--- src/design/vdt_pkg.sv ---
// vdt_pkg: shared types, codes and compare functions for the vertex dedup table
// used by vdt_cell and vertex_dedup_table; no dependencies
package vdt_pkg;

  localparam int DEF_TABLE_ENTRIES = 256;
  localparam int INDEX_W = 8;
  localparam int STATUS_W = 2;

  localparam logic OP_INSERT = 1'b0;
  localparam logic OP_CLEAR  = 1'b1;

  localparam logic [STATUS_W-1:0] ST_FOUND   = 2'd0;
  localparam logic [STATUS_W-1:0] ST_ADDED   = 2'd1;
  localparam logic [STATUS_W-1:0] ST_FULL    = 2'd2;
  localparam logic [STATUS_W-1:0] ST_CLEARED = 2'd3;

  typedef struct packed {
    logic [31:0] pos_x;
    logic [31:0] pos_y;
    logic [31:0] pos_z;
    logic [31:0] color_r;
    logic [31:0] color_g;
    logic [31:0] color_b;
    logic [63:0] tex_coords;
    logic [63:0] binding;
    logic [31:0] normal_x;
    logic [31:0] normal_y;
    logic [31:0] normal_z;
  } vertex_t;

  // token that walks the row of cells
  typedef struct packed {
    logic valid;
    logic found;
    logic added;
  } tok_t;

  function automatic logic single_equal(input logic [31:0] a, input logic [31:0] b);
    logic a_nan;
    logic b_nan;
    a_nan = (a[30:0] > 31'h7F80_0000);
    b_nan = (b[30:0] > 31'h7F80_0000);
    if (a_nan || b_nan) begin
      return 1'b0;
    end
    if ((a[30:0] | b[30:0]) == 31'd0) begin
      return 1'b1;
    end
    return a == b;
  endfunction

  function automatic logic vertex_equal(input vertex_t a, input vertex_t b);
    return single_equal(a.pos_x, b.pos_x) &&
           single_equal(a.pos_y, b.pos_y) &&
           single_equal(a.pos_z, b.pos_z) &&
           single_equal(a.color_r, b.color_r) &&
           single_equal(a.color_g, b.color_g) &&
           single_equal(a.color_b, b.color_b) &&
           single_equal(a.tex_coords[31:0], b.tex_coords[31:0]) &&
           single_equal(a.tex_coords[63:32], b.tex_coords[63:32]) &&
           (a.binding == b.binding) &&
           single_equal(a.normal_x, b.normal_x) &&
           single_equal(a.normal_y, b.normal_y) &&
           single_equal(a.normal_z, b.normal_z);
  endfunction

endpackage

--- src/design/vdt_cell.sv ---
// vdt_cell: one table entry with its compare, passes the lookup token on
// depends on vdt_pkg
module vdt_cell #(
  parameter int INDEX = 0,
  parameter int IW = 8,
  parameter int CW = 9
) (
  input  logic            clk,
  input  logic            rst,
  input  vdt_pkg::tok_t   tok_in,
  input  logic [IW-1:0]   idx_in,
  input  vdt_pkg::vertex_t vert,
  input  logic [CW-1:0]   count,
  output vdt_pkg::tok_t   tok_out,
  output logic [IW-1:0]   idx_out
);
  import vdt_pkg::*;

  vertex_t       entry;
  tok_t          tok;
  tok_t          tok_next;
  logic [IW-1:0] idx;
  logic [IW-1:0] idx_next;
  logic          live;
  logic          hit;
  logic          put;

  assign live = tok_in.valid && !tok_in.found && !tok_in.added;
  assign hit  = live && (CW'(INDEX) < count) && vertex_equal(entry, vert);
  assign put  = live && (CW'(INDEX) == count);

  always_comb begin
    tok_next = tok_in;
    idx_next = idx_in;
    if (hit) begin
      tok_next.found = 1'b1;
      idx_next = IW'(INDEX);
    end else if (put) begin
      tok_next.added = 1'b1;
      idx_next = IW'(INDEX);
    end
  end

  always_ff @(posedge clk) begin
    if (rst) begin
      tok <= '0;
    end else begin
      tok <= tok_next;
    end
    idx <= idx_next;
    if (put) begin
      entry <= vert;
    end
  end

  assign tok_out = tok;
  assign idx_out = idx;

endmodule

--- config.mk ---
export PLATFORM = sky130hd
export DESIGN_NAME = vdt_cell
export DESIGN_NICKNAME = d
export VERILOG_FILES = /design/src/design/vdt_pkg.sv /design/src/design/vdt_cell.sv
export SDC_FILE = /design/constraint.sdc
export NUM_CORES = 1
export LEC_CHECK = 0
export BUFFER_PORTS_ARGS = -buffer_cell sky130_fd_sc_hd__buf_2
export CAP_MARGIN = 40
export CORE_MARGIN = 4
export CORE_UTILIZATION = 32
export DETAILED_ROUTE_END_ITERATION = 10
export PLACE_DENSITY = 0.5
export SYNTH_ARGS = -nofsm -noshare
export SYNTH_HDL_FRONTEND = slang
export SYNTH_SLANG_ARGS = --single-unit
export TNS_END_PERCENT = 5
--- constraint.sdc ---
create_clock -name clk -period 28.2 [get_ports clk]
set_input_delay 5.64 -clock clk [delete_from_list [all_inputs] [get_ports clk]]
set_output_delay 5.64 -clock clk [all_outputs]
set_load 0.02 [all_outputs]
==> impl_metrics.env <==
export IMPL_outcome="finished, final reports clean"
export IMPL_areaGrowthSynthToFinish_pct=22.5
export IMPL_grt_pass1_wl_mm=103
export IMPL_rrSetupSlack_ps=24300
export IMPL_globalplace_congestion=0.840
export IMPL_syn_area_um2=23600
export IMPL_cp_required_ps=28410
export IMPL_core_um2=73000
export IMPL_place_detailed_hpwl_mm=55.3
export IMPL_worst_path_max_delay_cell="buf_4"
export IMPL_die_width_um=279
export IMPL_yosys_area_top_type="edfxtp_1"
export IMPL_synthArstFlopShare_pct=0
export IMPL_final_nets=3392
export IMPL_hold_viol=0
export IMPL_viasPerCell=4.72
export IMPL_place_area_um2=27200
export IMPL_syn_num_nets=2882
export IMPL_finalCritPeriodShare_pct=30.9
export IMPL_power_density_nw_per_um2=50.5
export IMPL_ant_nets=0
export IMPL_cts_buffers=52
export IMPL_wire_per_inst_um=18.6
export IMPL_vias=17173
export IMPL_synth_flop_cell="edfxtp_1"
export IMPL_arrival_ps=8930
export IMPL_wirelength_mm=67.6
export IMPL_drt_first_pass_iters=4
export IMPL_slowest_delay_ps=580
export IMPL_cts_reportedPaths_clkPinSlew_ps=60
export IMPL_ys_types=30
export IMPL_drive_gt1_share_pct=20.5
export IMPL_drt_iter0_drc=867
export IMPL_start_util_pct=32.3
export IMPL_syn_inst=2103
export IMPL_critical_path_class="in2reg"
export IMPL_drc=0
export IMPL_worstPathBufferInverterCount=6
export IMPL_crit_family="buffers and inverters"
export IMPL_worstSetupEndpointType="flop"
export IMPL_cts_sinks=427
export IMPL_synthTopCellsByArea="edfxtp_1 53%, ha_1 18%, inv_1 11%"
export IMPL_synth_common_cells="684 x inv_1, 416 x edfxtp_1, 341 x ha_1, 216 x nor4_1, 169 x nand4_1"
export IMPL_maxCapViolCount=0
export IMPL_std_cell_rows=99
export IMPL_rsz0062_at_grt="no"
export IMPL_die_area_um2=78000
export IMPL_hold_path_class="reg2reg"
export IMPL_cts_path_max_buffers=3
export IMPL_postCtsHoldBufs=0
export IMPL_yosys_warnings=0
export IMPL_antenna_found_initial=31
export IMPL_ys_ff_latch=427
export IMPL_setup_tns_ps=0
export IMPL_fin_crit_ps=8720
export IMPL_worstMarginPinSlew_ps=784
export IMPL_yosysSeqAreaShare_pct=54.0
export IMPL_final_area_um2=28900
export IMPL_pin_count=449
export IMPL_yosysMostFrequentCell="inv_1"
export IMPL_die_h_um=279
export IMPL_grt_overflow_total=0
export IMPL_cts_tree="built"
export IMPL_setup_viol=0
export IMPL_grt_max_degree=98
export IMPL_cts_resized=0
export IMPL_yosysTopAreaCellShare_pct=53.0
export IMPL_grt_pass1_vias=18190
export IMPL_port_buffers=448
export IMPL_synth_edf_count=416
export IMPL_p_leak_uw=0.0133
export IMPL_peakVddDrop_mv=0.0399
export IMPL_clockRootBuffer="clkbuf_16"
export IMPL_max_freq_mhz=115
export IMPL_grt_usage_pct=16.9
export IMPL_clock_skew_ps=19.7
export IMPL_clock_latency_ps=590
export IMPL_path_max_fanout=97
export IMPL_slew_headroom_pct=47.2
export IMPL_cts_htree_levels=2
export IMPL_cts_setup_buffers=0
export IMPL_drv_slew=0
export IMPL_startpoint_type="input pin"
export IMPL_avgSynthCellArea_um2=11.2
export IMPL_crit_chain="buf_2 -> or3b_2 -> or2_2 -> inv_8 -> buf_16 -> buf_4 -> buf_16 -> buf_4"
==> placed cells by master (no fill, tap or decap), drive strengths merged <==
cell type	n
and4	5
buf	457
nand3	20
dfxtp	11
clkinv	28
diode	22
clkinvlp	4
nor3	42
nor4	217
or3b	1
xor2	28
o22ai	1
bufinv	5
or2	1
o31ai	1
o211ai	1
or4	5
o311ai	1
clkbuf	58
o32ai	1
xnor2	47
nand4	169
a21oi	4
o21ai	21
inv	684
nor2b	1
or3	5
edfxtp	416
a222oi	1
nand2	45
nor2	33
ha	341
==> registers in the layout, indices dropped and copies added (netlist names) <==
| name | cells |
|---|---|
| idx_out | 8 |
| tok_out | 3 |
| entry | 416 |
==> layout make-up <==
cell class	count	area (µm²)
inverters	684	2570
repair buffers	457	2390
well taps	959	1200
diodes	22	55.1
clock buffers	58	1350
multi-input cells	991	8280
clock inverters	37	315
flip-flops and latches	427	12700
fillers	7123	44100
==> power breakdown <==
group / switching (µW) / internal, µW / total (µW)
Combinational: 56.6 / 43.7 / 100
Clock: 274 / 387 / 662
Sequential: 0.329 / 697 / 697
Total: 331 / 1130 / 1460
==> logic make-up after synthesis <==
logic type,count (synthesis),synth area share (%)
AO/OA/AOI/OAI,31,0.770
XOR/XNOR,75,2.79
adder cells (fa/ha/maj),341,18.1
buffers and inverters,685,10.9
flip-flops,427,54.0
AND/OR/NAND/NOR,544,13.5
==> worst register-to-register path: cells and delay by family, from the launching register on <==
kind,cells,cell delay [ps]
DFF,1,420
adders and majority gates,1,220
AOI/OAI and AO/OA,1,740
and+or+nand+nor,6,2310
buffers and inverters,1,80
==> per-stage QoR <==
stage	power (µW)	util (%)	hold slack (ps)	worst slack, ps	std cells
finish	1460	39.6	864	19480	3635
global route	1520	39.5	945	19130	3624
CTS	1490	39.5	899	19230	3613
detailed placement	812	37.2	907	18610	3518
global placement	809	37.1	907	18250	3513
floorplan	747	-	785	12880	2103
==> final timing paths <==
| check | depth (start not counted) | startpoint | to |
|---|---|---|---|
| max | 8 | tok_in[1] | entry[384] |
| min | 5 | entry[127] | tok_out[1] |
| max reg2reg | 9 | entry[197] | idx_out[7] |
| min reg2reg | 5 | entry[127] | tok_out[1] |
==> per-layer routing <==
layer	wire, µm	global-route usage, %	up-vias
met2	32100	28.2	401
met4	1890	5.38	16
met1	29600	21.9	8236
met3	3970	3.84	113
li1	-	-	8407
met5	110	0	-
Note: power is estimated with default switching activity, not from simulation.
